==> config.mk <==
export PLATFORM = sky130hd
export DESIGN_NAME = rpc_prep_flat
export DESIGN_NICKNAME = d
export VERILOG_FILES = /design/src/rtl/rpc_pkg.sv /design/src/rtl/rpc_if.sv /design/src/rtl/rpc_prep.sv /design/src/flat_wrapper.sv
export SDC_FILE = /design/constraint.sdc
export NUM_CORES = 2
export LEC_CHECK = 0
export BUFFER_PORTS_ARGS = -buffer_cell sky130_fd_sc_hd__buf_4
export CAP_MARGIN = 5
export CORE_ASPECT_RATIO = 0.75
export CORE_MARGIN = 2
export CORE_UTILIZATION = 60
export CTS_BUF_LIST = sky130_fd_sc_hd__clkbuf_8 sky130_fd_sc_hd__clkbuf_16
export CTS_CLUSTER_DIAMETER = 100
export DETAILED_ROUTE_END_ITERATION = 6
export GPL_TIMING_DRIVEN = 1
export HOLD_SLACK_MARGIN = 0.1
export PLACE_DENSITY = 0.8
export SLEW_MARGIN = 20
export SYNTH_ARGS = -nofsm -noshare
export SYNTH_HDL_FRONTEND = slang
export SYNTH_SLANG_ARGS = --single-unit
==> constraint.sdc <==
create_clock -name clk -period 10.2 [get_ports clk]
set_clock_uncertainty 0.1 [all_clocks]
set_input_delay 2.04 -clock clk [delete_from_list [all_inputs] [get_ports clk]]
set_output_delay 2.04 -clock clk [all_outputs]
set_load 0.005 [all_outputs]
==> src/rtl/rpc_pkg.sv <==
// ----------------------------------------------------------------------------
// rpc_pkg: shared types and constants of the rectangular/polar converter
// Field widths, CORDIC datapath widths, the command and kind codes, the
// per-stage arctangent constants and the structs handed along the cell row.
// ----------------------------------------------------------------------------
`default_nettype none

package rpc_pkg;

	// Stage count and field fraction bits.
	localparam int CORDIC_STAGES = 24;
	localparam int FRAC_BITS = 16;

	// Internal formats: angles carry 32 fraction bits, coordinates 30 guard bits.
	localparam int ANG_FRAC = 32;
	localparam int GUARD = 30;

	// Port field widths.
	localparam int A_W = 24;
	localparam int B_W = 26;
	localparam int MAG_W = 25;
	localparam int ANG_W = 26;

	// Datapath widths: coordinates, angle accumulator, stage index.
	localparam int XW = 57;
	localparam int ZW = 42;
	localparam int SHW = $clog2(CORDIC_STAGES);

	// Width of the angle reduction arithmetic in field format.
	localparam int RW = (FRAC_BITS + 11 > B_W + 1) ? FRAC_BITS + 11 : B_W + 1;

	// CORDIC gain correction, 0.60725293501 in Q30.
	localparam logic [29:0] K_Q30 = 30'd652032874;

	// Command codes on the input channel.
	localparam logic [1:0] CMD_RECT = 2'd0;
	localparam logic [1:0] CMD_POLAR = 2'd1;

	typedef enum logic [1:0] {
		KIND_RECT,
		KIND_POLAR,
		KIND_BAD
	} kind_t;

	// Everything that rides along the row untouched by the rotation.
	typedef struct packed {
		kind_t             kind;
		logic              zero;
		logic [A_W-1:0]    echo_a;
		logic [B_W-1:0]    echo_b;
	} side_t;

	typedef struct packed {
		side_t                side;
		logic signed [XW-1:0] x;
		logic signed [XW-1:0] y;
		logic signed [ZW-1:0] z;
	} cell_t;

	// atan(2^-i) in units of 1e-12 degree.
	localparam longint unsigned E12 = 64'd1000000000000;
	localparam longint unsigned ATAN_TAB [32] = '{
		64'd45000000000000, 64'd26565051177078, 64'd14036243467926, 64'd7125016348902,
		64'd3576334374997, 64'd1789910608246, 64'd895173710211, 64'd447614170861,
		64'd223810500369, 64'd111905677066, 64'd55952891894, 64'd27976452617,
		64'd13988227142, 64'd6994113675, 64'd3497056851, 64'd1748528427,
		64'd874264214, 64'd437132107, 64'd218566053, 64'd109283027,
		64'd54641513, 64'd27320757, 64'd13660378, 64'd6830189,
		64'd3415095, 64'd1707547, 64'd853774, 64'd426887,
		64'd213443, 64'd106722, 64'd53361, 64'd26680
	};

	// Stage constant in degrees with 32 fraction bits, rounded to nearest.
	// Only ever called with a constant stage index.
	function automatic logic [ZW-1:0] atan_q32(input int unsigned idx);
		longint unsigned v;
		longint unsigned q;
		longint unsigned r;
		longint unsigned a;
		longint unsigned r2;
		longint unsigned b;
		longint unsigned s;
		v = ATAN_TAB[idx[4:0]];
		q = v / E12;
		r = v % E12;
		a = (r << 16) / E12;
		r2 = (r << 16) % E12;
		b = ((r2 << 16) + E12 / 2) / E12;
		s = (q << 32) + (a << 16) + b;
		return s[ZW-1:0];
	endfunction

endpackage

`default_nettype wire

==> src/rtl/rpc_if.sv <==
// ----------------------------------------------------------------------------
// rpc_if: valid/ready channels of the rectangular/polar converter
// rpc_item_if carries one input vector, rpc_result_if one converted result.
// ----------------------------------------------------------------------------
`default_nettype none

interface rpc_item_if;
	logic                           valid;
	logic                           ready;
	logic [1:0]                     cmd;
	logic signed [rpc_pkg::A_W-1:0] coord_a;
	logic signed [rpc_pkg::B_W-1:0] coord_b;

	modport source (output valid, output cmd, output coord_a, output coord_b, input ready);
	modport sink (input valid, input cmd, input coord_a, input coord_b, output ready);
endinterface


`default_nettype wire

==> src/rtl/rpc_prep.sv <==
// ----------------------------------------------------------------------------
// rpc_prep: input stages of the converter
// Decodes the command, saturates y, reduces the polar angle to +-90 degrees
// and loads the scaled start vector for the CORDIC row (two pipeline stages).
// ----------------------------------------------------------------------------
`default_nettype none

module rpc_prep (
	input  wire logic           clk,
	input  wire logic           arst_n,
	rpc_item_if.sink            item,
	output logic                down_valid,
	input  wire logic           down_ready,
	output rpc_pkg::cell_t      down_data
);

	localparam int A_W = rpc_pkg::A_W;
	localparam int B_W = rpc_pkg::B_W;
	localparam int RW = rpc_pkg::RW;
	localparam int XW = rpc_pkg::XW;
	localparam int ZW = rpc_pkg::ZW;
	localparam int ASH = rpc_pkg::ANG_FRAC - rpc_pkg::FRAC_BITS;

	localparam logic signed [B_W-1:0] Y_MAX = B_W'((longint'(1) <<< (A_W - 1)) - 1);
	localparam logic signed [B_W-1:0] Y_MIN = -B_W'(longint'(1) <<< (A_W - 1));
	localparam logic signed [RW-1:0] D90 = RW'(longint'(90) <<< rpc_pkg::FRAC_BITS);
	localparam logic signed [RW-1:0] D180 = RW'(longint'(180) <<< rpc_pkg::FRAC_BITS);
	localparam logic signed [RW-1:0] D360 = RW'(longint'(360) <<< rpc_pkg::FRAC_BITS);
	localparam logic signed [ZW-1:0] Z180 = ZW'(longint'(180) <<< rpc_pkg::ANG_FRAC);
	localparam logic signed [30:0] K_POS = {1'b0, rpc_pkg::K_Q30};

	// Stage 1 registers.
	logic                  valid_s1;
	rpc_pkg::kind_t        kind_s1;
	logic                  zero_s1;
	logic                  neg_s1;
	logic signed [A_W-1:0] a_s1;
	logic signed [A_W-1:0] yv_s1;
	logic signed [B_W-1:0] b_s1;
	logic signed [RW-1:0]  zf_s1;

	// Stage 2 registers.
	logic                  valid_s2;
	rpc_pkg::cell_t        data_s2;

	logic                  ready_s1;
	logic                  ready_s2;

	rpc_pkg::kind_t        kind_d;
	logic signed [A_W-1:0] yv_d;
	logic                  neg_d;
	logic signed [RW-1:0]  r0;
	logic signed [RW-1:0]  r1;
	logic signed [RW-1:0]  r2;
	logic signed [RW-1:0]  zf_d;
	logic                  turn_d;

	logic signed [A_W:0]   ax;
	logic signed [A_W:0]   ay;
	logic signed [30:0]    kmul;
	logic signed [A_W+30:0] pm;
	rpc_pkg::cell_t        data_d;

	assign ready_s2 = ~valid_s2 | down_ready;
	assign ready_s1 = ~valid_s1 | ready_s2;
	assign item.ready = ready_s1;
	assign down_valid = valid_s2;
	assign down_data = data_s2;

	always_comb begin
		case (item.cmd)
			rpc_pkg::CMD_RECT: kind_d = rpc_pkg::KIND_RECT;
			rpc_pkg::CMD_POLAR: kind_d = rpc_pkg::KIND_POLAR;
			default: kind_d = rpc_pkg::KIND_BAD;
		endcase

		if (item.coord_b > Y_MAX) begin
			yv_d = Y_MAX[A_W-1:0];
		end else if (item.coord_b < Y_MIN) begin
			yv_d = Y_MIN[A_W-1:0];
		end else begin
			yv_d = item.coord_b[A_W-1:0];
		end

		// Truncating modulo 360, then into (-180, 180], then into [-90, 90]
		// with a half turn that flips the start vector.
		r0 = RW'(item.coord_b);
		if (r0 >= D360) begin
			r1 = r0 - D360;
		end else if (r0 <= -D360) begin
			r1 = r0 + D360;
		end else begin
			r1 = r0;
		end
		if (r1 > D180) begin
			r2 = r1 - D360;
		end else if (r1 <= -D180) begin
			r2 = r1 + D360;
		end else begin
			r2 = r1;
		end
		if (r2 > D90) begin
			zf_d = r2 - D180;
			turn_d = 1'b1;
		end else if (r2 < -D90) begin
			zf_d = r2 + D180;
			turn_d = 1'b1;
		end else begin
			zf_d = r2;
			turn_d = 1'b0;
		end

		neg_d = (kind_d == rpc_pkg::KIND_RECT) ? item.coord_a[A_W-1] : turn_d;
	end

	always_comb begin
		ax = neg_s1 ? -(A_W+1)'(a_s1) : (A_W+1)'(a_s1);
		ay = neg_s1 ? -(A_W+1)'(yv_s1) : (A_W+1)'(yv_s1);
		kmul = neg_s1 ? -K_POS : K_POS;
		pm = (A_W+31)'(a_s1) * (A_W+31)'(kmul);

		data_d.side.kind = kind_s1;
		data_d.side.zero = zero_s1;
		data_d.side.echo_a = a_s1;
		data_d.side.echo_b = b_s1;
		data_d.x = '0;
		data_d.y = '0;
		data_d.z = '0;
		case (kind_s1)
			rpc_pkg::KIND_RECT: begin
				data_d.side.echo_b = B_W'(yv_s1);
				data_d.x = XW'(ax) <<< rpc_pkg::GUARD;
				data_d.y = XW'(ay) <<< rpc_pkg::GUARD;
				// A vector in the left half plane starts from a half turn.
				if (neg_s1) begin
					data_d.z = yv_s1[A_W-1] ? -Z180 : Z180;
				end
			end
			rpc_pkg::KIND_POLAR: begin
				data_d.x = XW'(pm);
				data_d.z = ZW'(zf_s1) <<< ASH;
			end
			default: begin
				data_d.side.echo_a = '0;
				data_d.side.echo_b = '0;
			end
		endcase
	end

	always_ff @(posedge clk or negedge arst_n) begin
		if (!arst_n) begin
			valid_s1 <= 1'b0;
			valid_s2 <= 1'b0;
		end else begin
			if (ready_s1) begin
				valid_s1 <= item.valid;
			end
			if (ready_s2) begin
				valid_s2 <= valid_s1;
			end
		end
	end

	always_ff @(posedge clk) begin
		if (ready_s1 && item.valid) begin
			kind_s1 <= kind_d;
			zero_s1 <= (item.coord_a == '0) && (yv_d == '0);
			neg_s1 <= neg_d;
			a_s1 <= item.coord_a;
			yv_s1 <= yv_d;
			b_s1 <= item.coord_b;
			zf_s1 <= zf_d;
		end
		if (ready_s2 && valid_s1) begin
			data_s2 <= data_d;
		end
	end

endmodule

`default_nettype wire

==> src/flat_wrapper.sv <==
// flat-port wrapper written by rule: the top's interface ports become plain ports
module rpc_prep_flat 
  (clk, arst_n, down_valid, down_ready, down_data, item_valid, item_cmd, item_coord_a, item_coord_b, item_ready);
  rpc_item_if item_i ();
  input  wire logic clk;
  input  wire logic arst_n;
  output logic down_valid;
  input  wire logic down_ready;
  output rpc_pkg::cell_t down_data;
  input wire logic [$bits(item_i.valid)-1:0] item_valid;
  input wire logic [$bits(item_i.cmd)-1:0] item_cmd;
  input wire logic [$bits(item_i.coord_a)-1:0] item_coord_a;
  input wire logic [$bits(item_i.coord_b)-1:0] item_coord_b;
  output wire logic [$bits(item_i.ready)-1:0] item_ready;
  assign item_i.valid = item_valid;
  assign item_i.cmd = item_cmd;
  assign item_i.coord_a = item_coord_a;
  assign item_i.coord_b = item_coord_b;
  assign item_ready = item_i.ready;
  rpc_prep u_core (.clk(clk), .arst_n(arst_n), .item(item_i), .down_valid(down_valid), .down_ready(down_ready), .down_data(down_data));
endmodule
; After elaboration in Yosys (flattened, before gate mapping)
; Index checks and enable logic that the tools add are counted.
; Widths: inputs -> output; s select.
[op_classes]
addsub = 8
n_bitwise = 4
magnitude_cmp = 8
mux = 20
reduce_logical = 9
eq_ne = 2
mul = 1
[ops]
columns = op, count
row1 = $pmux 57 s2, 1
row2 = $mux 27, 4
row3 = $mux 42, 2
row4 = $pmux 42 s2, 1
row5 = $mul 24x31->55, 1
row6 = $mux 26, 2
row7 = $pmux 26 s2, 1
row8 = $mux 25, 2
row9 = $neg 24->25, 2
row10 = $logic_not 24->1, 2
row11 = $mux 24, 2
row12 = $mux 31, 1
row13 = $add 26x26->27 const B, 1
row14 = $add 27x26->27 const B, 1
row15 = $gt 27x24->1 const B, 1
row16 = $gt 27x25->1 const B, 1
row17 = $le 27x25->1 const B, 1
row18 = $lt 27x24->1 const B, 1
row19 = $sub 26x26->27 const B, 1
row20 = $sub 27x26->27 const B, 1
row21 = $add 26x25->26 const B, 1
row22 = $ge 26x26->1 const B, 1
row23 = $gt 26x24->1 const B, 1
row24 = $le 26x26->1 const B, 1
row25 = other kinds (10), 19
[totals]
ff_bits = 313
word_cells = 69
output_inout_bits = 211
inputBits = 56

; Depth between registers and ports, before layout
[logic_depth]
ltp_word = 10
ltp_mapped = 33
depth_no_buf = 30

; Worst setup path before layout
; Ideal clock, no wire load.
[synth_timing]
path_kind = register -> register
start = register u_core.neg_s1
end = register u_core.data_s2 (netlist bit u_core.down_data[154]), data pin
period_less_slack_ns = 8.412
setup_time_ns = 0.274
setup_slack_ns = 1.788
stages_incl_launch_ff = 32
arrival_time_ns = 8.038
path_cell_list = edfxtp_1 -> clkbuf_1 -> clkbuf_1 -> clkbuf_1 -> clkbuf_1 -> nand2_1 -> fa_1 -> inv_1 -> fa_1 -> inv_1 -> fa_1 -> fa_1 -> fa_1 -> inv_1 -> fa_1 -> inv_1 -> fa_1 -> inv_1 -> ha_1 -> a21o_1 -> a21o_1 -> a21oi_1 -> o221ai_1 -> or4_1 -> a31oi_1 -> o221ai_1 -> a21o_1 -> a21oi_1 -> o21ai_0 -> a21oi_1 -> xnor2_1 -> o22ai_1
[synth_via]
elab_chain_cells = 3
word_cells_on_any_way = 4
classes_between = mul: 1 / mux: 3
[synth_lines]
columns = element, line
row1 = from (decl), rpc_prep.sv:36  ; logic neg_s1;
row2 = from (signal assigned), rpc_prep.sv:168  ; neg_s1 <= neg_d;
row3 = $mux 31, rpc_prep.sv:119  ; kmul = neg_s1 ? -K_POS : K_POS;
row4 = $mul 24x31->55, rpc_prep.sv:120  ; pm = (A_W+31)'(a_s1) * (A_W+31)'(kmul);
row5 = $pmux 57 s2 (*), rpc_prep.sv:129  ; case (kind_s1)
row6 = to (signal assigned), rpc_prep.sv:175  ; data_s2 <= data_d;
row7 = to (decl), rpc_prep.sv:44  ; rpc_pkg::cell_t data_s2;
; Every way passes the cells marked *; elsewhere a longest branch is shown, timed or not.
; A chain may end at the register's enable or synchronous reset.

; Worst setup path after layout
; Same ends and word-level chain as after synthesis.

==> results.json <==
{
  "status": "finished clean",
  "fin_tns_setup_ns": 0,
  "rr_worst_depth": 31,
  "cts_tree": "built",
  "relSlewSlack": 0.277,
  "grt_antenna_before_repair": 0,
  "crit_path_top_delay_cell": "or4_1",
  "cap_violations": 0,
  "required_ns": 10.40,
  "max_freq_mhz": 106,
  "start_kind": "register",
  "cts_buffer_depth": 3,
  "yosysWarnings": 0,
  "synthCells": 2647,
  "synth_flop_cell": "edfxtp_1",
  "critPathArrivalTime_ns": 9.61,
  "grt_max_degree": 78,
  "synth.avg_cell_area_um2": 10.9,
  "hold_depth": 0,
  "nNetsFinal": 3587,
  "final.fill_count": 3669,
  "post-dp-hpwl_mm": 74.9,
  "hold_end": "u_core.down_data[206]",
  "finalCriticalPeriod_ns": 9.41,
  "worstMarginPinSlew_ns": 1.08,
  "drive_above_1_share": 0.113,
  "cts_buffers": 27,
  "track_usage": 0.362,
  "use_met2": 0.496,
  "timing.rr.start": "u_core.neg_s1",
  "area_growth_pct": 10.1,
  "fin_hold_ws_ns": 0.335,
  "ys_seq_area_frac": 0.255,
  "die_h_um": 194,
  "routed_wirelength_mm": 87.8,
  "drtIter0Drc": 2065,
  "io_buffers": 219,
  "std_cell_rows": 69,
  "reg2reg_to": "u_core.down_data[154]",
  "critPathMaxStageDelay_ns": 0.71,
  "die_w_um": 257,
  "dieArea_mm2": 0.0500,
  "finalSetupViolations": 0,
  "final_area_mm2": 0.0318,
  "period_share": 0.923,
  "use_met1": 0.556,
  "post_cts_buffers": 0,
  "vias_per_cell": 5.76,
  "path_max_fanout": 19,
  "cts_root_buf": "clkbuf_16",
  "gp_congestion": 1.07,
  "most-common-layout-cells": "inv_1 (652), fa_1 (518), edfxtp_1 (244)",
  "cts_hold_buf": 0,
  "grt_pass1_wl_mm": 133,
  "vias": 20100,
  "finalNonFillerCells": 3485,
  "final_common_cell": "inv_1",
  "drv_slew": 0,
  "dpl_cell_area_mm2": 0.0310,
  "wl_per_cell_um": 25.2,
  "clk_pin_slew_worst_paths_ns": 0.07,
  "grtUsageMet3": 0.136,
  "ys_types": 89,
  "io_pins": 267,
  "hold_viol_final": 0,
  "rsz0062_at_grt": "false",
  "grt_pass1_vias": 21100,
  "cts_sinks": 246,
  "hp-class": "reg2reg",
  "critical_path.top_delay_family": "adder cells",
  "clk_latency_ns": 0.59,
  "worstSetupPathType": "reg2reg",
  "firstDrtPassIters": 6,
  "hp-start": "u_core.zero_s1",
  "core_area_mm2": 0.0475,
  "gr-max-usage-layer": "met1",
  "initial_core_util": 0.609,
  "drc": 0,
  "synth_edf_count": 244,
  "cp.buffers_inverters": 8,
  "async_flop_share": 0.00813,
  "postRouteAntennaNets": 0,
  "regToRegSetupSlack_ns": 0.79,
  "syn-cell-area_mm2": 0.0289,
  "place_inst": 3437,
  "cts_resized": 0,
  "synth_seq_cells": 246,
  "cts_htree_levels": 1,
  "cp-end-kind": "register",
  "gr-total-overflow": 0
}
how the worst max path moves through the flow:
stage / startpoint / end / cells past startpoint
global placement: u_core.neg_s1 / u_core.down_data[154] / 31
global route: u_core.neg_s1 / u_core.down_data[154] / 31
CTS: u_core.neg_s1 / u_core.down_data[154] / 31
finish: u_core.neg_s1 / u_core.down_data[154] / 31
detailed placement: u_core.neg_s1 / u_core.down_data[154] / 31
floorplan: u_core.neg_s1 / u_core.down_data[154] / 31
layer usage:
metal,share of wire,wire [um],vias up
met1,0.42,37100,10200
met4,0.021,1890,0
li1,-,-,8572
met5,0,0,-
met2,0.41,36200,1142
met3,0.14,12600,130
per-stage QoR:
stage / util / setup slack (ns)
2_1_floorplan: - / 1.79
3_3_place_gp: 0.652 / 1.29
3_5_place_dp: 0.652 / 1.04
4_1_cts: 0.670 / 0.993
5_1_grt: 0.670 / 0.312
6_report: 0.670 / 0.785
flip-flops by register name, summed over array words and instances (netlist names):
name	flops
u_core.down_valid	1
u_core.yv_s1	24
u_core.zf_s1	26
u_core.a_s1	24
u_core.zero_s1	1
u_core.valid_s1	1
u_core.b_s1	8
u_core.kind_s1	2
u_core.neg_s1	1
u_core.down_data	158
area by class of cell:
class / instances / area, um^2 / share of cell area
multi-input combinational: 1665 / 18600 / 0.584
sequential: 246 / 7380 / 0.232
inverter: 649 / 2440 / 0.0765
timing repair buffer: 238 / 1790 / 0.0561
tap: 639 / 800 / 0.0251
clock buffer: 27 / 676 / 0.0212
clock inverter: 20 / 178 / 0.00558
antenna: 1 / 2.50 / 0.0000786
synth_stat cells, types with 42 or more instances:
| master | count | area share |
|---|---|---|
| o21ai_0 | 43 | 0.0074 |
| and2_1 | 42 | 0.0091 |
| inv_1 | 648 | 0.084 |
| nand2_1 | 129 | 0.017 |
| xnor2_1 | 57 | 0.017 |
| nor2_1 | 126 | 0.016 |
| buf_4 | 53 | 0.014 |
| edfxtp_1 | 244 | 0.25 |
| ha_1 | 186 | 0.080 |
| a21o_1 | 61 | 0.016 |
| a21oi_1 | 70 | 0.012 |
| xor2_1 | 56 | 0.017 |
| clkbuf_1 | 71 | 0.0092 |
| fa_1 | 518 | 0.36 |
logic make-up (layout without fill, tap and decap cells):
family / Yosys count / count (layout) / synth area share
simple gates: 489 / 489 / 0.0846
buf+inv: 782 / 934 / 0.109
xor+xnor: 116 / 116 / 0.0359
compound gates: 297 / 297 / 0.0724
mux: 11 / 11 / 0.00385
other cells: 2 / 49 / 0.000260
flops: 246 / 246 / 0.255
fa+ha+maj: 704 / 704 / 0.439
Power is not shown: default switching activity piles up to over one toggle a cycle in this logic, so the estimate is an artifact.
