## src/rtl/rpc_pkg.sv

```systemverilog
// ----------------------------------------------------------------------------
// rpc_pkg: shared types and constants of the rectangular/polar converter
// Field widths, CORDIC datapath widths, the command and kind codes, the
// per-stage arctangent constants and the structs handed along the cell row.
// ----------------------------------------------------------------------------
`default_nettype none

package rpc_pkg;

	// Stage count and field fraction bits.
	localparam int CORDIC_STAGES = 24;
	localparam int FRAC_BITS = 16;

	// Internal formats: angles carry 32 fraction bits, coordinates 30 guard bits.
	localparam int ANG_FRAC = 32;
	localparam int GUARD = 30;

	// Port field widths.
	localparam int A_W = 24;
	localparam int B_W = 26;
	localparam int MAG_W = 25;
	localparam int ANG_W = 26;

	// Datapath widths: coordinates, angle accumulator, stage index.
	localparam int XW = 57;
	localparam int ZW = 42;
	localparam int SHW = $clog2(CORDIC_STAGES);

	// Width of the angle reduction arithmetic in field format.
	localparam int RW = (FRAC_BITS + 11 > B_W + 1) ? FRAC_BITS + 11 : B_W + 1;

	// CORDIC gain correction, 0.60725293501 in Q30.
	localparam logic [29:0] K_Q30 = 30'd652032874;

	// Command codes on the input channel.
	localparam logic [1:0] CMD_RECT = 2'd0;
	localparam logic [1:0] CMD_POLAR = 2'd1;

	typedef enum logic [1:0] {
		KIND_RECT,
		KIND_POLAR,
		KIND_BAD
	} kind_t;

	// Everything that rides along the row untouched by the rotation.
	typedef struct packed {
		kind_t             kind;
		logic              zero;
		logic [A_W-1:0]    echo_a;
		logic [B_W-1:0]    echo_b;
	} side_t;

	typedef struct packed {
		side_t                side;
		logic signed [XW-1:0] x;
		logic signed [XW-1:0] y;
		logic signed [ZW-1:0] z;
	} cell_t;

	// atan(2^-i) in units of 1e-12 degree.
	localparam longint unsigned E12 = 64'd1000000000000;
	localparam longint unsigned ATAN_TAB [32] = '{
		64'd45000000000000, 64'd26565051177078, 64'd14036243467926, 64'd7125016348902,
		64'd3576334374997, 64'd1789910608246, 64'd895173710211, 64'd447614170861,
		64'd223810500369, 64'd111905677066, 64'd55952891894, 64'd27976452617,
		64'd13988227142, 64'd6994113675, 64'd3497056851, 64'd1748528427,
		64'd874264214, 64'd437132107, 64'd218566053, 64'd109283027,
		64'd54641513, 64'd27320757, 64'd13660378, 64'd6830189,
		64'd3415095, 64'd1707547, 64'd853774, 64'd426887,
		64'd213443, 64'd106722, 64'd53361, 64'd26680
	};

	// Stage constant in degrees with 32 fraction bits, rounded to nearest.
	// Only ever called with a constant stage index.
	function automatic logic [ZW-1:0] atan_q32(input int unsigned idx);
		longint unsigned v;
		longint unsigned q;
		longint unsigned r;
		longint unsigned a;
		longint unsigned r2;
		longint unsigned b;
		longint unsigned s;
		v = ATAN_TAB[idx[4:0]];
		q = v / E12;
		r = v % E12;
		a = (r << 16) / E12;
		r2 = (r << 16) % E12;
		b = ((r2 << 16) + E12 / 2) / E12;
		s = (q << 32) + (a << 16) + b;
		return s[ZW-1:0];
	endfunction

endpackage

`default_nettype wire

```

## src/rtl/rpc_if.sv

```systemverilog
// ----------------------------------------------------------------------------
// rpc_if: valid/ready channels of the rectangular/polar converter
// rpc_item_if carries one input vector, rpc_result_if one converted result.
// ----------------------------------------------------------------------------
`default_nettype none


interface rpc_result_if;
	logic                             valid;
	logic                             ready;
	logic signed [rpc_pkg::A_W-1:0]   x_out;
	logic signed [rpc_pkg::A_W-1:0]   y_out;
	logic signed [rpc_pkg::MAG_W-1:0] mag_out;
	logic signed [rpc_pkg::ANG_W-1:0] angle_out;
	logic                             mode_out;
	logic                             mode_error;

	modport source (output valid, output x_out, output y_out, output mag_out,
		output angle_out, output mode_out, output mode_error, input ready);
	modport sink (input valid, input x_out, input y_out, input mag_out,
		input angle_out, input mode_out, input mode_error, output ready);
endinterface

`default_nettype wire

```

## src/rtl/rpc_post.sv

```systemverilog
// ----------------------------------------------------------------------------
// rpc_post: output stages of the converter
// Applies the gain correction to the magnitude, rounds and clamps the angle
// and the rotated coordinates, and selects the fields per mode into the
// output register (two pipeline stages).
// ----------------------------------------------------------------------------
`default_nettype none

module rpc_post (
	input  wire logic           clk,
	input  wire logic           arst_n,
	input  wire logic           up_valid,
	output logic                up_ready,
	input  wire rpc_pkg::cell_t up_data,
	rpc_result_if.source        result
);

	localparam int A_W = rpc_pkg::A_W;
	localparam int MAG_W = rpc_pkg::MAG_W;
	localparam int ANG_W = rpc_pkg::ANG_W;
	localparam int XW = rpc_pkg::XW;
	localparam int ZW = rpc_pkg::ZW;
	localparam int GUARD = rpc_pkg::GUARD;
	localparam int ASH = rpc_pkg::ANG_FRAC - rpc_pkg::FRAC_BITS;
	localparam int MW = XW - 2 - (GUARD - 8);
	localparam int PW = MW + 30;
	localparam int QW = PW + 1 - (GUARD + 8);

	localparam logic signed [ZW-1:0] ZHALF = ZW'(longint'(1) <<< (ASH - 1));
	localparam logic signed [ZW-1:0] ALIM = ZW'(longint'(180) <<< rpc_pkg::FRAC_BITS);
	localparam logic signed [XW:0] XHALF = (XW+1)'(longint'(1) <<< (GUARD - 1));
	localparam logic signed [XW:0] C_MAX = (XW+1)'((longint'(1) <<< (A_W - 1)) - 1);
	localparam logic signed [XW:0] C_MIN = -(XW+1)'(longint'(1) <<< (A_W - 1));
	localparam logic [PW:0] PHALF = (PW+1)'(longint'(1) <<< (GUARD + 7));
	localparam logic [QW-1:0] MAG_MAX = QW'((longint'(1) <<< (MAG_W - 1)) - 1);

	// Stage 1 registers.
	logic                    valid_s1;
	rpc_pkg::side_t          side_s1;
	logic [PW-1:0]           prod_s1;
	logic signed [ANG_W-1:0] ang_s1;
	logic signed [A_W-1:0]   xr_s1;
	logic signed [A_W-1:0]   yr_s1;

	// Stage 2 registers: the output register.
	logic                    valid_s2;
	logic signed [A_W-1:0]   x_s2;
	logic signed [A_W-1:0]   y_s2;
	logic signed [MAG_W-1:0] mag_s2;
	logic signed [ANG_W-1:0] ang_s2;
	logic                    mode_s2;
	logic                    err_s2;

	logic                    ready_s2;
	logic [MW-1:0]           m;
	logic [PW-1:0]           prod;
	logic signed [ZW-1:0]    zsum;
	logic signed [ZW-1:0]    zr;
	logic signed [ANG_W-1:0] ang_d;
	logic [PW:0]             psum;
	logic [QW-1:0]           mq;
	logic [QW-1:0]           msat;

	logic signed [A_W-1:0]   x_d;
	logic signed [A_W-1:0]   y_d;
	logic signed [MAG_W-1:0] mag_d;
	logic signed [ANG_W-1:0] ang2_d;
	logic                    mode_d;
	logic                    err_d;

	// Round half up to the field LSB and clamp to the coordinate range.
	function automatic logic signed [A_W-1:0] round_sat(input logic signed [XW-1:0] v);
		logic signed [XW:0] s;
		logic signed [XW:0] q;
		s = (XW+1)'(v) + XHALF;
		q = s >>> GUARD;
		if (q > C_MAX) begin
			q = C_MAX;
		end else if (q < C_MIN) begin
			q = C_MIN;
		end
		return q[A_W-1:0];
	endfunction

	assign ready_s2 = ~valid_s2 | result.ready;
	assign up_ready = ~valid_s1 | ready_s2;

	assign result.valid = valid_s2;
	assign result.x_out = x_s2;
	assign result.y_out = y_s2;
	assign result.mag_out = mag_s2;
	assign result.angle_out = ang_s2;
	assign result.mode_out = mode_s2;
	assign result.mode_error = err_s2;

	always_comb begin
		// After vectoring x is never negative, so its sign bit and the bit below it are dropped.
		m = up_data.x[GUARD-8 +: MW];
		prod = PW'(m) * PW'(rpc_pkg::K_Q30);

		zsum = $signed(up_data.z) + ZHALF;
		zr = zsum >>> ASH;
		if (zr > ALIM) begin
			ang_d = ALIM[ANG_W-1:0];
		end else if (zr < -ALIM) begin
			ang_d = -ALIM[ANG_W-1:0];
		end else begin
			ang_d = zr[ANG_W-1:0];
		end
	end

	always_comb begin
		psum = {1'b0, prod_s1} + PHALF;
		mq = psum[PW:GUARD+8];
		msat = (mq > MAG_MAX) ? MAG_MAX : mq;

		x_d = '0;
		y_d = '0;
		mag_d = '0;
		ang2_d = '0;
		mode_d = 1'b0;
		err_d = 1'b0;
		case (side_s1.kind)
			rpc_pkg::KIND_RECT: begin
				x_d = side_s1.echo_a;
				y_d = side_s1.echo_b[A_W-1:0];
				if (!side_s1.zero) begin
					mag_d = msat[MAG_W-1:0];
					ang2_d = ang_s1;
				end
			end
			rpc_pkg::KIND_POLAR: begin
				x_d = xr_s1;
				y_d = yr_s1;
				mag_d = MAG_W'($signed(side_s1.echo_a));
				ang2_d = side_s1.echo_b;
				mode_d = 1'b1;
			end
			default: begin
				err_d = 1'b1;
			end
		endcase
	end

	always_ff @(posedge clk or negedge arst_n) begin
		if (!arst_n) begin
			valid_s1 <= 1'b0;
			valid_s2 <= 1'b0;
		end else begin
			if (up_ready) begin
				valid_s1 <= up_valid;
			end
			if (ready_s2) begin
				valid_s2 <= valid_s1;
			end
		end
	end

	always_ff @(posedge clk) begin
		if (up_ready && up_valid) begin
			side_s1 <= up_data.side;
			prod_s1 <= prod;
			ang_s1 <= ang_d;
			xr_s1 <= round_sat(up_data.x);
			yr_s1 <= round_sat(up_data.y);
		end
		if (ready_s2 && valid_s1) begin
			x_s2 <= x_d;
			y_s2 <= y_d;
			mag_s2 <= mag_d;
			ang_s2 <= ang2_d;
			mode_s2 <= mode_d;
			err_s2 <= err_d;
		end
	end

endmodule

`default_nettype wire

```

## src/flat_wrapper.sv

```systemverilog
// flat-port wrapper written by rule: the top's interface ports become plain ports
module rpc_post_flat 
  (clk, arst_n, up_valid, up_ready, up_data, result_valid, result_x_out, result_y_out, result_mag_out, result_angle_out, result_mode_out, result_mode_error, result_ready);
  rpc_result_if result_i ();
  input  wire logic clk;
  input  wire logic arst_n;
  input  wire logic up_valid;
  output logic up_ready;
  input  wire rpc_pkg::cell_t up_data;
  output wire logic [$bits(result_i.valid)-1:0] result_valid;
  output wire logic [$bits(result_i.x_out)-1:0] result_x_out;
  output wire logic [$bits(result_i.y_out)-1:0] result_y_out;
  output wire logic [$bits(result_i.mag_out)-1:0] result_mag_out;
  output wire logic [$bits(result_i.angle_out)-1:0] result_angle_out;
  output wire logic [$bits(result_i.mode_out)-1:0] result_mode_out;
  output wire logic [$bits(result_i.mode_error)-1:0] result_mode_error;
  input wire logic [$bits(result_i.ready)-1:0] result_ready;
  assign result_valid = result_i.valid;
  assign result_x_out = result_i.x_out;
  assign result_y_out = result_i.y_out;
  assign result_mag_out = result_i.mag_out;
  assign result_angle_out = result_i.angle_out;
  assign result_mode_out = result_i.mode_out;
  assign result_mode_error = result_i.mode_error;
  assign result_i.ready = result_ready;
  rpc_post u_core (.clk(clk), .arst_n(arst_n), .up_valid(up_valid), .up_ready(up_ready), .up_data(up_data), .result(result_i));
endmodule
```

## config.mk

```make
export PLATFORM = sky130hd
export DESIGN_NAME = rpc_post_flat
export DESIGN_NICKNAME = d
export VERILOG_FILES = /design/src/rtl/rpc_pkg.sv /design/src/rtl/rpc_if.sv /design/src/rtl/rpc_post.sv /design/src/flat_wrapper.sv
export SDC_FILE = /design/constraint.sdc
export NUM_CORES = 2
export LEC_CHECK = 0
export ABC_CLOCK_PERIOD_IN_PS = 14400
export BUFFER_PORTS_ARGS = -buffer_cell sky130_fd_sc_hd__buf_2
export CORE_MARGIN = 1.5
export CORE_UTILIZATION = 60
export CTS_CLUSTER_SIZE = 12
export DETAILED_ROUTE_END_ITERATION = 12
export GPL_ROUTABILITY_DRIVEN = 1
export PLACE_DENSITY = 0.81
export SYNTH_ARGS = -nofsm -noshare
export SYNTH_HDL_FRONTEND = slang
export SYNTH_SLANG_ARGS = --single-unit
```

## constraint.sdc

```tcl
create_clock -name clk -period 14.4 [get_ports clk]
set_input_delay 1.44 -clock clk [delete_from_list [all_inputs] [get_ports clk]]
set_output_delay 1.44 -clock clk [all_outputs]
set_load 0.01 [all_outputs]
```

### Word level (Yosys, flattened, before mapping)

Index checks and enable logic that the tools add are counted.

* register bits after elaboration: 292
* bits of input ports: 213
* output and inout bits: 103
* word-level logic and storage cells: 51

* add/subtract/negate cells: 4
* multipliers: 1
* order comparisons: 7
* eq/ne operators: 1
* mux-type cells: 12
* bitwise gates (word level): 4
* reduce and logical (&&, ||, !) cells: 5

Operators by type and width (count)
* adder 57 x 31 -> 58 bit, second input constant: 2
* one-hot mux 24 bit (2 select lines): 2
* adder 63 x 38 -> 64 bit, second input constant: 1
* multiplier 33 x 29 -> 62 bit, second input constant: 1
* greater-than comparator 28 x 24 -> 1 bit, second input constant: 2
* less-than comparator 28 x 24 -> 1 bit, second input constant: 2
* 2-to-1 mux 26 bit: 2
* one-hot mux 26 bit (2 select lines): 1
* 2-to-1 mux 25 bit: 2
* one-hot mux 25 bit (2 select lines): 1
* 2-to-1 mux 24 bit: 2
* adder 42 x 17 -> 42 bit, second input constant: 1
* greater-than comparator 26 x 24 -> 1 bit, second input constant: 1
* greater-than comparator 26 x 25 -> 1 bit, second input constant: 1
* less-than comparator 26 x 25 -> 1 bit, second input constant: 1
* OR reduction 2 bit: 2
* == test 2 x 1 -> 1 bit, second input constant: 1
* logical AND 1 bit: 2
* zero test 2 bit: 1
* 2-to-1 mux 1 bit: 2
* inverter 1 bit: 2
* OR 1 bit: 2

### Logic depth before layout (Yosys ltp)

* depth in word-level cells: 5
* mapped depth: 24
* mapped depth without buffers: 24

### Worst setup path after synthesis

No wires, ideal clock.

* path kind: input-to-reg
* start: in up_data[134] (netlist name)
* end: reg u_core.prod_s1[49] (data pin)
* data arrival time: 8.019 ns
* required time: 14.142 ns
* slack: 6.123 ns
* stages on the path: 24
* path buffers: 0
* cells stage by stage: inv_1 fa_1 fa_1 inv_1 fa_1 inv_1 fa_1 inv_1 fa_1 fa_1 fa_1 inv_1 fa_1 inv_1 ha_1 a211oi_1 o22ai_1 a2111oi_0 nand3_1 o211ai_1 o311ai_0 a21o_1 a31oi_1 xnor2_1

* word-level cells in the longest chain between the ends: 1

RTL lines
* from (decl): RTL line flat_wrapper.sv:9 `input wire rpc_pkg::cell_t up_data;`
* multiplier 33 x 29 -> 62 bit: RTL line rpc_post.sv:99 `prod = PW'(m) * PW'(rpc_pkg::K_Q30);`
* via u_core.prod[49]: RTL line rpc_post.sv:56 `logic [PW-1:0] prod;`
* to (signal assigned): RTL line rpc_post.sv:162 `prod_s1 <= prod;`
* to (decl): RTL line rpc_post.sv:40 `logic [PW-1:0] prod_s1;`

The timed path passes the listed nets, and every way through them passes these cells.
A chain may end at the register's enable or synchronous reset.

### Final worst setup path

* start: in up_data[135] (netlist name)
* end: reg u_core.prod_s1[49] (data pin)

The elaborated chain is that of the path after synthesis.

==> results.json <==
{
  "status": "complete, no violations",
  "ant_nets": 0,
  "max-slew-margin-rel_pct": 23.92,
  "clk_latency_ns": 0.55,
  "holdPathEnd": "u_core.result.valid",
  "die_x_um": 227.3,
  "avgSynthCellArea_sq_um": 11.00,
  "ctsHoldBuffers": 0,
  "critPathTopFamily": "adder cells",
  "path_max_fanout": 8,
  "setup_tns_ns": 0,
  "min_from": "u_core.valid_s1",
  "reg2reg_to": "u_core.result.mag_out[5]",
  "overflow": 0,
  "startpoint_type": "primary input",
  "core_area_sq_um": 49860,
  "post_cts_resize_count": 0,
  "nets": 4040,
  "fin_skew_ns": 0.02683,
  "synth.top_cell.area_share_pct": 31.36,
  "synth_flop_cell": "edfxtp_1",
  "ys_seq_area_share_pct": 25.42,
  "hold_path.class": "flip-flop to flip-flop",
  "syn_to_final_growth_pct": 9.339,
  "rr_worst_depth": 10,
  "cp-end-kind": "flip-flop",
  "drt-initial-drc-count": 1644,
  "grt_start_max_net_pins": 79,
  "layout-drive-gt1-share_pct": 10.91,
  "wl_mm": 80.06,
  "max_stage_delay_ns": 0.79,
  "clk_path_buf_depth": 3,
  "drc": 0,
  "die_h_um": 227.3,
  "synthTopCellsByArea": "fa_1, edfxtp_1, ha_1",
  "gp_congestion": 1.016,
  "ys_types": 75,
  "syn_area_sq_um": 30200,
  "clk_pin_slew_ns": 0.06,
  "utilization_pct": 66.22,
  "dr.pass1.iters": 6,
  "tritoncts": "done",
  "cts_setup_buffers": 0,
  "track_usage_pct": 31.81,
  "slowest_stage": "o211ai_1",
  "synth_top_area_cell": "fa_1",
  "syn_nets": 3795,
  "maxCapViolations": 0,
  "worst_hold_slack_ns": 0.5271,
  "grt_pass1_wl_mm": 123.2,
  "min_period_ns": 9.464,
  "synth_seq_cells": 256,
  "crit_top_cell": "fa_1",
  "drv_slew": 0,
  "critPathRequiredTime_ns": 14.70,
  "ys_warn_count": 0,
  "vias": 20660,
  "antenna_found_initial": 10,
  "synth_edf_count": 254,
  "via_per_inst": 5.606,
  "yosysMostFrequentCell": "inv_1",
  "grt_pass1_vias": 22000,
  "n_fill_cell": 3865,
  "final-setup-viol-count": 0,
  "synth_common_cells": "inv_1, fa_1, ha_1",
  "worst_slew_pin_slew_ns": 1.141,
  "port-buffer-count": 249,
  "numCtsBuffers": 27,
  "io_pins": 316,
  "fin_area_sq_um": 33020,
  "r2r_slack_ns": 10.97,
  "worstSetupPathType": "primary input to flip-flop",
  "hold_path_depth": 1,
  "root_buffer": "clkbuf_16",
  "path_buf_inv": 7,
  "async_flop_share_pct": 0.7813,
  "dpl_cell_area_sq_um": 32200,
  "crit_arrival_ns": 9.76,
  "dp_hpwl_mm": 67.33,
  "fin_crit_sh_pct": 65.72,
  "routedWlPerCell_um": 21.72,
  "cts_max_level": 1,
  "row_count": 82,
  "dieArea_sq_um": 51680,
  "clock_sinks": 256,
  "rsz0062_at_grt": "no",
  "fmax_ghz": 0.1057,
  "syn_inst": 2745,
  "timing.rr.start": "u_core.prod_s1[37]",
  "hold_viol_final": 0,
  "start_util_pct": 60.56
}
==> cell usage in the layout (no fill, tap or decap), types with 6 or more instances in the layout <==
| master | synthesis | final |
|---|---|---|
| a211oi_1 | 9 | 9 |
| a21o_1 | 20 | 20 |
| a21oi_1 | 52 | 52 |
| a22o_1 | 49 | 49 |
| a31oi_1 | 8 | 8 |
| and3_1 | 24 | 24 |
| and4_1 | 10 | 10 |
| buf_2 | 1 | 249 |
| buf_4 | 0 | 11 |
| clkbuf_1 | 40 | 9 |
| clkbuf_16 | 0 | 27 |
| diode_2 | 0 | 7 |
| edfxtp_1 | 254 | 254 |
| fa_1 | 473 | 473 |
| ha_1 | 364 | 364 |
| inv_1 | 771 | 771 |
| mux2i_1 | 53 | 52 |
| nand2_1 | 89 | 89 |
| nand2b_1 | 6 | 6 |
| nand3_1 | 53 | 53 |
| nand4_1 | 21 | 21 |
| nor2_1 | 112 | 112 |
| nor2_4 | 7 | 7 |
| nor2b_1 | 9 | 8 |
| nor3_1 | 18 | 17 |
| o21ai_0 | 80 | 80 |
| o21bai_1 | 9 | 8 |
| xnor2_1 | 64 | 64 |
| xor2_1 | 51 | 51 |
==> sequential cells by signal (all words and copies together), names as in the netlist, 25 cells and up <==
signal / count
u_core.result.angle_out: 26
u_core.ang_s1: 26
u_core.result.mag_out: 25
u_core.side_s1: 53
u_core.prod_s1: 26
==> through the flow <==
stage,instances,setup WS (ns)
3_3_place_gp,3633,4.735
4_1_cts,3679,5.099
2_1_floorplan,2745,6.123
5_1_grt,3684,4.649
3_5_place_dp,3633,4.569
6_report,3686,4.936
==> worst reg2reg max path, cell delays in order, from the launching register on <==
cell and delay, ns:
edfxtp_1 0.40, and4_1 0.26, nor2b_1 0.32, nand3_1 0.12, nor2_1 0.24, nand2_1 0.20, nor3_1 0.33, mux2i_2 0.71
buf_4 0.29, o21ai_0 0.11, a22o_1 0.21
==> layer usage <==
metal,global-route usage (%),up-vias,share of wire [%]
met5,0,-,0.061
met1,42.52,10370,41
met3,8.131,150,9.3
met2,52.27,868,47
met4,7.669,8,2.5
li1,-,9264,-
==> logic make-up (layout without fill, tap and decap cells) <==
family / after synthesis / after routing / synth area share (%)
fa+ha+maj: 837 / 837 / 46.44
buf+inv: 815 / 1077 / 10.20
simple gates: 394 / 394 / 6.708
compound gates: 272 / 272 / 5.996
flops: 256 / 256 / 25.42
xor+xnor: 117 / 117 / 3.443
mux: 54 / 54 / 1.794
other cells: 0 / 7 / 0
==> cell type report <==
class	instances	area, sq um	area share, %
Clock inverter	10	83.83	0.2539
Timing Repair Buffer	260	1329	4.024
Clock buffer	36	709.4	2.149
Multi-Input combinational cell	1674	19470	58.96
Sequential cell	256	7677	23.25
Tap cell	672	840.8	2.547
Inverter	771	2894	8.765
Antenna cell	7	17.52	0.05305
==> how the worst max path moves through the flow <==
stage	endpoint	cells past startpoint	slack, ns	start
after floorplan	u_core.prod_s1[49]	24	6.12	up_data[134]
after global placement	u_core.prod_s1[57]	25	4.73	up_data[133]
after detailed placement	u_core.prod_s1[49]	25	4.57	up_data[133]
after CTS	u_core.prod_s1[49]	25	5.10	up_data[133]
after global routing	u_core.prod_s1[49]	25	4.65	up_data[135]
final	u_core.prod_s1[49]	25	4.94	up_data[135]
Power is not shown: default switching activity piles up to over one toggle a cycle in this logic, so the estimate is an artifact.
