$ cat src/rtl/rpc_pkg.sv
// ----------------------------------------------------------------------------
// rpc_pkg: shared types and constants of the rectangular/polar converter
// Field widths, CORDIC datapath widths, the command and kind codes, the
// per-stage arctangent constants and the structs handed along the cell row.
// ----------------------------------------------------------------------------
`default_nettype none

package rpc_pkg;

	// Stage count and field fraction bits.
	localparam int CORDIC_STAGES = 24;
	localparam int FRAC_BITS = 16;

	// Internal formats: angles carry 32 fraction bits, coordinates 30 guard bits.
	localparam int ANG_FRAC = 32;
	localparam int GUARD = 30;

	// Port field widths.
	localparam int A_W = 24;
	localparam int B_W = 26;
	localparam int MAG_W = 25;
	localparam int ANG_W = 26;

	// Datapath widths: coordinates, angle accumulator, stage index.
	localparam int XW = 57;
	localparam int ZW = 42;
	localparam int SHW = $clog2(CORDIC_STAGES);

	// Width of the angle reduction arithmetic in field format.
	localparam int RW = (FRAC_BITS + 11 > B_W + 1) ? FRAC_BITS + 11 : B_W + 1;

	// CORDIC gain correction, 0.60725293501 in Q30.
	localparam logic [29:0] K_Q30 = 30'd652032874;

	// Command codes on the input channel.
	localparam logic [1:0] CMD_RECT = 2'd0;
	localparam logic [1:0] CMD_POLAR = 2'd1;

	typedef enum logic [1:0] {
		KIND_RECT,
		KIND_POLAR,
		KIND_BAD
	} kind_t;

	// Everything that rides along the row untouched by the rotation.
	typedef struct packed {
		kind_t             kind;
		logic              zero;
		logic [A_W-1:0]    echo_a;
		logic [B_W-1:0]    echo_b;
	} side_t;

	typedef struct packed {
		side_t                side;
		logic signed [XW-1:0] x;
		logic signed [XW-1:0] y;
		logic signed [ZW-1:0] z;
	} cell_t;

	// atan(2^-i) in units of 1e-12 degree.
	localparam longint unsigned E12 = 64'd1000000000000;
	localparam longint unsigned ATAN_TAB [32] = '{
		64'd45000000000000, 64'd26565051177078, 64'd14036243467926, 64'd7125016348902,
		64'd3576334374997, 64'd1789910608246, 64'd895173710211, 64'd447614170861,
		64'd223810500369, 64'd111905677066, 64'd55952891894, 64'd27976452617,
		64'd13988227142, 64'd6994113675, 64'd3497056851, 64'd1748528427,
		64'd874264214, 64'd437132107, 64'd218566053, 64'd109283027,
		64'd54641513, 64'd27320757, 64'd13660378, 64'd6830189,
		64'd3415095, 64'd1707547, 64'd853774, 64'd426887,
		64'd213443, 64'd106722, 64'd53361, 64'd26680
	};

	// Stage constant in degrees with 32 fraction bits, rounded to nearest.
	// Only ever called with a constant stage index.
	function automatic logic [ZW-1:0] atan_q32(input int unsigned idx);
		longint unsigned v;
		longint unsigned q;
		longint unsigned r;
		longint unsigned a;
		longint unsigned r2;
		longint unsigned b;
		longint unsigned s;
		v = ATAN_TAB[idx[4:0]];
		q = v / E12;
		r = v % E12;
		a = (r << 16) / E12;
		r2 = (r << 16) % E12;
		b = ((r2 << 16) + E12 / 2) / E12;
		s = (q << 32) + (a << 16) + b;
		return s[ZW-1:0];
	endfunction

endpackage

`default_nettype wire

$ cat src/rtl/rpc_cell.sv
// ----------------------------------------------------------------------------
// rpc_cell: one CORDIC micro-rotation
// Rotates the held vector by +-atan(2^-shift), steering on y when vectoring
// and on the residual angle when rotating, and passes it to the next cell.
// ----------------------------------------------------------------------------
`default_nettype none

module rpc_cell (
	input  wire logic                              clk,
	input  wire logic                              arst_n,
	input  wire logic                              up_valid,
	output logic                                   up_ready,
	input  wire rpc_pkg::cell_t                    up_data,
	output logic                                   down_valid,
	input  wire logic                              down_ready,
	output rpc_pkg::cell_t                         down_data,
	input  wire logic [rpc_pkg::SHW-1:0]           shift,
	input  wire logic signed [rpc_pkg::ZW-1:0]     atan
);

	localparam int XW = rpc_pkg::XW;
	localparam int ZW = rpc_pkg::ZW;

	logic                 valid_q;
	rpc_pkg::cell_t       data_q;

	logic signed [XW-1:0] xin;
	logic signed [XW-1:0] yin;
	logic signed [ZW-1:0] zin;
	logic signed [XW-1:0] xs;
	logic signed [XW-1:0] ys;
	logic                 ccw;
	rpc_pkg::cell_t       nxt;

	assign up_ready = ~valid_q | down_ready;
	assign down_valid = valid_q;
	assign down_data = data_q;

	always_comb begin
		xin = $signed(up_data.x);
		yin = $signed(up_data.y);
		zin = $signed(up_data.z);
		xs = xin >>> shift;
		ys = yin >>> shift;
		// Vectoring drives y toward zero; rotation drives z toward zero.
		ccw = (up_data.side.kind == rpc_pkg::KIND_RECT) ? yin[XW-1] : ~zin[ZW-1];
		nxt.side = up_data.side;
		if (ccw) begin
			nxt.x = xin - ys;
			nxt.y = yin + xs;
			nxt.z = zin - atan;
		end else begin
			nxt.x = xin + ys;
			nxt.y = yin - xs;
			nxt.z = zin + atan;
		end
	end

	always_ff @(posedge clk or negedge arst_n) begin
		if (!arst_n) begin
			valid_q <= 1'b0;
		end else if (up_ready) begin
			valid_q <= up_valid;
		end
	end

	always_ff @(posedge clk) begin
		if (up_ready && up_valid) begin
			data_q <= nxt;
		end
	end

endmodule

`default_nettype wire

$ cat config.mk
export PLATFORM = sky130hd
export DESIGN_NAME = rpc_cell
export DESIGN_NICKNAME = d
export VERILOG_FILES = /design/src/rtl/rpc_pkg.sv /design/src/rtl/rpc_cell.sv
export SDC_FILE = /design/constraint.sdc
export NUM_CORES = 1
export LEC_CHECK = 0
export ABC_AREA = 1
export BUFFER_PORTS_ARGS = -buffer_cell sky130_fd_sc_hd__buf_4
export CORE_MARGIN = 10
export CORE_UTILIZATION = 43
export DETAILED_ROUTE_END_ITERATION = 8
export HOLD_SLACK_MARGIN = 0.02
export PLACE_DENSITY_LB_ADDON = 0.15
export SLEW_MARGIN = 40
export SYNTH_ARGS = -nofsm -noshare
export SYNTH_HDL_FRONTEND = slang
export SYNTH_SLANG_ARGS = --single-unit
$ cat constraint.sdc
create_clock -name clk -period 16.45 [get_ports clk]
set_input_delay 0.8225 -clock clk [delete_from_list [all_inputs] [get_ports clk]]
set_output_delay 0.8225 -clock clk [all_outputs]
set_load 0.05 [all_outputs]
Word level (Yosys, flattened, before mapping)
Index checks and enable logic that the tools add are counted.
W data, S select, Z words.
{"block": "totals", "regBits": 210, "in_bits": 260, "word_cells": 23}
{"block": "op_classes", "add_sub_neg": 6, "shifts": 2, "n_mux": 2, "bitwise_logic": 3, "n_reduce_logical": 2}
{"operator": "$mux W156", "n": 1}
{"operator": "$add A57 B57 Y57", "n": 2}
{"operator": "$sshr A57 B5 Y57", "n": 2}
{"operator": "$sub A57 B57 Y57", "n": 2}
{"operator": "$add A42 B42 Y42", "n": 1}
{"operator": "$sub A42 B42 Y42", "n": 1}
{"operator": "$logic_not A2 Y1", "n": 1}
{"operator": "$not A1 Y1", "n": 2}
{"operator": "$logic_and A1 B1 Y1", "n": 1}
{"operator": "$mux W1", "n": 1}
{"operator": "$or A1 B1 Y1", "n": 1}

Logic depth before layout (Yosys ltp)
Gate-level depths: netlist (run 1).
{"block": "logic_depth", "word_depth": 3, "depth_mapped": 34, "mapped_depth_nobuf": 33}

Least setup slack after synthesis (run 1)
Ideal clock, no wire load.
{"block": "synth_timing", "path_kind": "input-to-reg", "startpoint": "in up_valid", "endpoint": "reg data_q (netlist bit down_data[0]), enable pin", "setup_time_ns": 0.846, "t_arrival_ns": 10.896, "setup_slack_ns": 4.708, "cell_stages": 2, "cell_sequence": "inv_1 > a21oi_1"}
{"block": "synth_via", "elab_chain_len": 1}
{"item": "from (decl)", "line_no": "rpc_cell.sv:11", "rtl": "input wire logic up_valid,"}
{"item": "$logic_and A1 B1 Y1", "line_no": "rpc_cell.sv:68", "rtl": "if (up_ready && up_valid) begin"}
{"item": "to (signal assigned)", "line_no": "rpc_cell.sv:69", "rtl": "data_q <= nxt;"}
{"item": "to (decl)", "line_no": "rpc_cell.sv:25", "rtl": "rpc_pkg::cell_t data_q;"}
Every way passes these cells.
A chain may end at the register's enable or synchronous reset.

==> results of run 1 <==
sequential cells by signal, indices dropped and copies added (netlist names):
name	cells
down_valid	1
down_data	209
through the flow:
step | hold slack (ps) | utilization (%) | total power [mW]
finish | 435.4 | 51.08 | 3.210
global route | 416.2 | 51.07 | 3.413
CTS | 398.7 | 51.03 | 3.212
detailed placement | 598.4 | 49.70 | 2.600
global placement | 598.2 | 49.67 | 2.601
floorplan | 526.9 | - | 2.072
power by group:
part | leakage [nW] | switching, mW | total [mW] | internal, mW
Combinational | 13.3 | 1.28 | 1.86 | 0.576
Clock | 0.413 | 0.236 | 0.591 | 0.355
Sequential | 2.00 | 0.0258 | 0.763 | 0.737
Total | 15.7 | 1.54 | 3.21 | 1.67
final cells by class:
type | count | area [sq um]
Tap cell | 855 | 1070
Inverter | 396 | 1498
Clock inverter | 16 | 215.2
Antenna cell | 5 | 12.51
Sequential cell | 210 | 6301
Timing Repair Buffer | 491 | 3724
Fill cell | 6873 | 31590
Multi-Input combinational cell | 3703 | 19540
Clock buffer | 27 | 633.1
how the worst min path moves through the flow:
stage	start	endpoint	slack (ps)	cells past startpoint
2_1_floorplan	arst_n	down_valid$_DFFE_PN0N_	530	0
3_3_place_gp	arst_n	down_valid$_DFFE_PN0N_	600	1
3_5_place_dp	arst_n	down_valid$_DFFE_PN0N_	600	1
4_1_cts	up_data[158]	down_data[158]$_DFFE_PP_	400	1
5_1_grt	up_data[159]	down_data[159]$_DFFE_PP_	420	1
6_report	up_data[159]	down_data[159]$_DFFE_PP_	440	1
metal layers:
metal  vias up  GRT usage (%)  wire [um]
li1      15700              -          -
met1     14580          37.28      47730
met2      1249          47.08      53470
met3       204          3.341       8513
met4         0          11.46       4786
met5         -              0          0
cells by family (layout without fill, tap and decap cells):
logic type                 Yosys count  after routing  synth area share [%]
AOI/OAI and AO/OA                  551            551                 11.02
other                                0              5                     0
adders and majority gates          169            169                 7.607
buffers and inverters              547            930                 8.075
xor gates and xnor gates           259            259                 8.102
DFF                                210            210                 22.43
and+or+nand+nor                   2724           2724                 42.76
Yosys cell counts, drive strengths merged:
master  number  area, sq um
nand2     1344         5260
nand3      823         4287
nor2       445         1800
inv        395         1483
a21oi      265         1334
edfxtp     209         6276
xor2       168         1471
ha         166         2077
o21ai      160        849.6
buf        115        646.9
xnor2       91        804.5
nor3        47        245.2
nand4       41        262.8
a31oi       40        250.2
clkbuf      36        135.1
o21a        17        127.6
a21o        15        112.6
o211ai      15        112.6
a21boi      14        105.1
nor4        12        75.07
o21bai       7        52.55
and2         4        27.53
nand3b       4        30.03
o31ai        4        30.03
a221oi       3        26.28
fa           3        60.06
o221ai       3        26.28
o31a         3        26.28
a211oi       2        15.01
o211a        2        20.02
or2          2        12.52
and3         1        6.260
clkinv       1        3.750
dfrtp        1        25.02
o41ai        1        8.760
or3          1        6.260
worst max-delay path, cell delays in order:
cell      delay, ps
buf_4           390
clkinv_2        770
buf_4           600
nand3_1         180
nand2_1          90
o21ai_2         130
nand2_1          60
nand2_1         190
ha_1            270
nand3_2         130
nor2_4          170
nand2_1         110
nor2_2          180
nand2_1          70
nand2_1          90
xnor2_1         150
ha_1            320
a21oi_1         150
inv_1            70
a31oi_1         220
a21boi_0        410
o21ai_0         170
a21oi_1         320
o21ai_0         260
a21oi_1         220
xnor2_1         100
==> flow_results.org, run 1 <==
** Outcome
- The run finished with clean final reports.

** Power and ir drop
- Leak pwr :: 15.74 nW
- IR analysis of the VDD net gives a maximum drop of 73.67 uV.
- Pwr per Cell Area :: 97.30 nW/um^2

** Yosys
- After synthesis the cells add up to 28090 sq um.
- YS warnings :: 0
- Sequential elements use ~22% of the synthesized area.
- Number of synthesized register bits :: 210
- Post-synth net total :: between 4000 and 5000
- Synth Area per Inst :: 6.299 sq um
- Cell count after synthesis :: 4460
- Netlist cell types :: 56

** Die
- Starting density of the core :: between 40% and 50%
- Number of I/O pins :: 471
- From bottom edge to top edge, the die measures roughly 280 um.
- Placement Rows :: 93
- The floorplan step defined a core boundary enclosing about 65000 sq um.
- The die covers 75950 sq um.
- The die is 275.6 um wide.

** Critical path
- The startpoint identified for the worst register-to-register timing path is down_valid$_DFFE_PN0N_.
- The worst register-to-register path ends at down_data[36]$_DFFE_PP_.
- Top fanout value on the critical path :: 57
- Reg2reg path depth :: 3
- The worst setup path is of the in -> reg kind.
- CP endpoint :: down_data[142]$_DFFE_PP_
- Kind of end point of the critical path :: register
- STA classifies the critical path startpoint as a primary input.
- STA puts the critical path data required time at 16750 ps.
- Arrival @ worst endpoint :: approximately 6800 ps
- Setup slack, reg-to-reg :: 14230 ps
- Worst setup path startpoint :: shift[2]

** STA
- For the final database, setup skew stands at 7.475 ps.
- Setup TNS :: 0 ps
- Setup violations remaining at the end of the flow were counted as 0.
- Measured against its own limit, the worst slew margin works out to 41.92%.
- Hold violation total from the final report :: 0
- Setup repair after global routing left no endpoint under its margin.
- Slew @ Worst Pin :: around 860 ps
- Final period demand of the worst path :: 6458 ps
- Setup WS post-layout :: 9992 ps
- The worst path uses 39.26% of the clock period.
- The max-slew violation count was 0.
- Maximum clock frequency :: between 0.15 and 0.2 GHz

** CTS
- Number of gates resized after cts :: 0
- Number of H-tree levels :: 1
- CTS clk-pin slew, worst paths :: 60 ps
- CTS tree :: done
- Buffers inserted during clock tree synthesis total 25.
- In this run the deepest clock path goes through 3 buffers.
- CTS Hold Bufs :: 1
- Master cell of the clock root buffer :: clkbuf_16
- The later pin in the worst-skew pair is clocked with a latency of 560 ps.
- Clock sink count :: 210
- Setup Buffers After CTS :: 0

** Placed design
- Worst setup timing slack at the placement stage :: 9546 ps
- Final GP Congestion :: about 1.0
- Number of I/O port buffers :: 470
- Cell total after placement :: 5653
- Placed Instance Area :: 32090 sq um
- Summed over all nets, the half-perimeter wirelength after detailed placement is 95.13 mm.

** Route
- Drt initial violations :: roughly 3400
- Remaining DRCs :: 0
- Via Count :: 31730
- The first detailed-routing pass took 6 iterations.
- Post-detailed-route via-to-cell ratio :: approximately 5.6
- Post-Route WL :: 114.5 mm
- ANT nets after route :: 0
- Routed WL per cell :: around 20 um

** Cells and area
- Most frequent standard cell in the layout excluding fill and tap cells :: nand2_1
- Once layout is done, the placed cells without fillers occupy 32990 sq um.
- The finished layout holds 5703 standard cells, fillers aside.
- Compared with the post-synthesis result, the final layout area differs by 17.43%.
- Net count of the finished layout :: ~5300
- Share of cells above drive strength 1 :: 14.99%
- Most frequent cells in the layout :: 1267 x nand2_1, 791 x nand3_1, 483 x buf_4

** Global routing
- The total overflow left after global routing is 0.
- Overall Global Routing Usage :: between 20% and 30%
- Initial antenna violation count :: 3
- Entering global routing, the biggest net connects 112 pins.
- Vias in the first global route :: 29570
- Global-route wire length before repair :: 168.8 mm

** Run
- # Max-Cap Violations :: 0

** Hold path
- The tightest min-delay check is of the in -> reg type.
(Power assumes the default switching activity.)
==> inputs of run 2 (changes only) <==
Clock period 16.45 ns to 5.7 ns, I/O delays scaled along.
==> run 2 against run 1 <==
  * Sequential cell count unchanged
  * Via count increased by 0.97%
  * Setup slack got worse by 9200 ps
  * Power increased to 2.9 times the previous value
  * First-iteration DRC count decreased by 4.4%
  * Clock power increased to 3.0 times the previous value
  * Combinational power increased to 2.9 times the previous value
  * Critical path type unchanged
==> flow_results.org, run 2 (synthesis gave the netlist of run 1 again) <==
** Critical path
- The worst register-to-register path ends at down_data[87]$_DFFE_PP_.
- The critical path in this run is classified as in -> reg.
- The worst setup path is launched from a primary input.
- STA classifies the critical path endpoint as a register.
- Setup slack, reg-to-reg :: 3560 ps
- STA puts the critical path data arrival time at 5220 ps.
- Top fanout value on the critical path :: 61
- Reg2reg path depth :: 4
- Required time of the worst setup path :: roughly 6000 ps
- In this run the critical register-to-register path is launched from down_valid$_DFFE_PN0N_.
- The critical path starts at shift[4].

** Power and ir drop
- Power dissipated by switching net loads :: approximately 4.5 mW
- Leak pwr :: 16.21 nW
- Combinational logic burns 57.5% of the power.
- Switching portion of total power :: 47.77%
- VDD IR max :: between 200 and 250 uV
- Portion of total power attributed to sequential cells :: 23.5%
- Cell Int Power :: 4.913 mW
- Clock power frac :: 19.0%
- Pwr per Cell Area :: about 280 nW/um^2

** Die
- For this configuration, the core starts out at a cell density of 43.50%.
- Placement Rows :: 93
- Area of the die :: between 70000 and 80000 sq um
- Core footprint :: 64580 sq um
- Number of I/O pins :: 471
- The floorplan step set the die width to 275.6 um.
- From bottom edge to top edge, the die measures 275.6 um.

** STA
- Clock Skews :: 15.09 ps
- Of the available clock period, the critical path in the final layout requires 86.59%.
- Hold violation total from the final report :: 0
- After routing, the total negative slack on setup checks comes to 0 ps.
- Final period demand of the worst path :: 4936 ps
- Total setup violations reported at the end of the flow :: 0
- Headroom to the max-slew limit came out at 51.93%.
- For this run, the top clock speed supported by timing is 0.2026 GHz.
- Final count of pins violating max slew :: 0
- Setup repair after global routing left no endpoint under its margin.
- At the pin with the least slew margin, the transition time is 713.4 ps.

** Global routing
- Largest net degree at the start of global routing :: 110
- For this run, the total global-route usage over all layers was measured as about 29%.
- Initial antenna violation count :: 0
- Vias in the first global route :: 29860
- Global routing finished with a remaining overflow of 0.
- Global-route wire length before repair :: 170.2 mm

** CTS
- Counting the buffers created by CTS gives 27.
- The tree built by TritonCTS fans out to 210 sinks.
- The number of gates resized after CTS was 0.
- Clock latency reported for the late side of the worst-skew pair :: between 500 and 600 ps
- Master cell of the clock root buffer :: clkbuf_16
- The number of setup buffers added after CTS is 0.
- TritonCTS built the clock tree.
- Number of buffers on the longest clock path :: 3
- CTS Hold Bufs :: 57
- Clock-pin slew was measured on the worst setup and hold paths at roughly 60 ps.
- CTS built an H-tree with a depth of 1.

** Route
- ANT nets after route :: 0
- For this run, design rule violations remaining after detail routing come to 0.
- The detailed router placed 32040 vias in this run.
- Post-Route WL :: 115.0 mm
- Post-detailed-route via-to-cell ratio :: 5.531
- DRT Pass-1 Iters :: 7
- Routed WL per cell :: 19.86 um
- Drt initial violations :: 3277

** Cells and area
- The finished cells cover 34020 sq um.
- The register with the most flip-flops in the layout has 209 of them.
- Leaving out fill and tap cells, the most frequent cells in the layout are 1267 x nand2_1, 791 x nand3_1, 502 x buf_4.
- Number of filler cells placed in the layout :: 6793
- Most frequent standard cell in the layout excluding fill and tap cells :: nand2_1
- Compared with the post-synthesis result, the final layout area differs by 21.11%.
- Share of cells above drive strength 1 :: around 15%
- The final layout contains roughly 5300 nets.

** Placed design
- Number of I/O port buffers :: 470
- Half-perimeter wire length after detailed placement :: ~96 mm
- Placed Instance Area :: 32510 sq um
- Final GP Congestion :: 1.028

** Run
- # Max-Cap Violations :: 0

** Hold path
- The worst hold path belongs to the class in -> async.

** Outcome
- Outcome :: complete, no violations
[run 2: changes by cell type in the layout (fill, tap and decap cells not counted), moves of 2 or more]
cell           before  now
buf_12              1   18
buf_4             483  502
buf_6               6    0
clkbuf_1            2    5
clkbuf_16          25   27
clkinv_2            8    4
clkinv_4            1    5
diode_2             5    2
dlygate4sd3_1       1   57
inv_6               1    3
[run 2: worst max-delay path by stage]
stage | cells after the start | slack, ps | endpoint
finish | 21 | 760 | down_data[96]$_DFFE_PP_
global placement | 21 | 340 | down_data[96]$_DFFE_PP_
CTS | 27 | 960 | down_data[96]$_DFFE_PP_
detailed placement | 27 | 380 | down_data[96]$_DFFE_PP_
floorplan | 1 | 1160 | down_data[0]$_DFFE_PP_
global route | 29 | 630 | down_data[91]$_DFFE_PP_
[run 2: layout make-up]
cell class                      count  area (sq um)  share of cell area, %
Sequential cell                   210          6301                  18.52
Multi-Input combinational cell   3703         19540                  57.42
Tap cell                          855          1070                  3.144
Clock buffer                       32         694.4                  2.041
Clock inverter                     17         217.7                 0.6399
Timing Repair Buffer              577          4700                  13.81
Inverter                          396          1498                  4.402
Antenna cell                        2         5.005                0.01471
[run 2: metal layers]
metal,global-route usage (%),wire (um)
met5,0,0
met4,12.02,4891
met3,2.821,7944
met2,47.45,53880
met1,37.70,48310
[run 2: stage by stage]
stage               cells  total power [mW]  hold WS [ps]  setup slack (ps)  utilization, %
floorplan            4460             5.955        -10.59              1156               -
global placement     5683             7.533         60.42             341.9           50.35
detailed placement   5683             7.532         61.76             377.3           50.35
CTS                  5789             9.403         23.20             961.8           52.64
global route         5790             10.02         41.75             629.4           52.67
finish               5792             9.405         46.64             764.2           52.68
[run 2: power groups by stage]
stage / clock network [mW] / logic (mW) / registers, mW
detailed placement: 0 / 5.29 / 2.24
global placement: 0 / 5.29 / 2.24
finish: 1.79 / 5.41 / 2.21
global route: 1.90 / 5.88 / 2.23
floorplan: 0 / 2.84 / 3.12
CTS: 1.84 / 5.35 / 2.21
[run 2: critical path, cell delays in order]
cell and delay [ps]:
buf_4 450, inv_4 330, buf_12 290, nand3_1 130
and2_1 260, nand2_1 100, nor2_1 200, nand3_1 160
o21ai_4 360, xnor2_1 190, inv_1 70, ha_1 330
nand2_1 130, inv_1 50, a21oi_1 190, a21boi_0 330
nor2_1 90, nor2_1 220, o221ai_1 260, a21oi_1 570
xor2_1 130
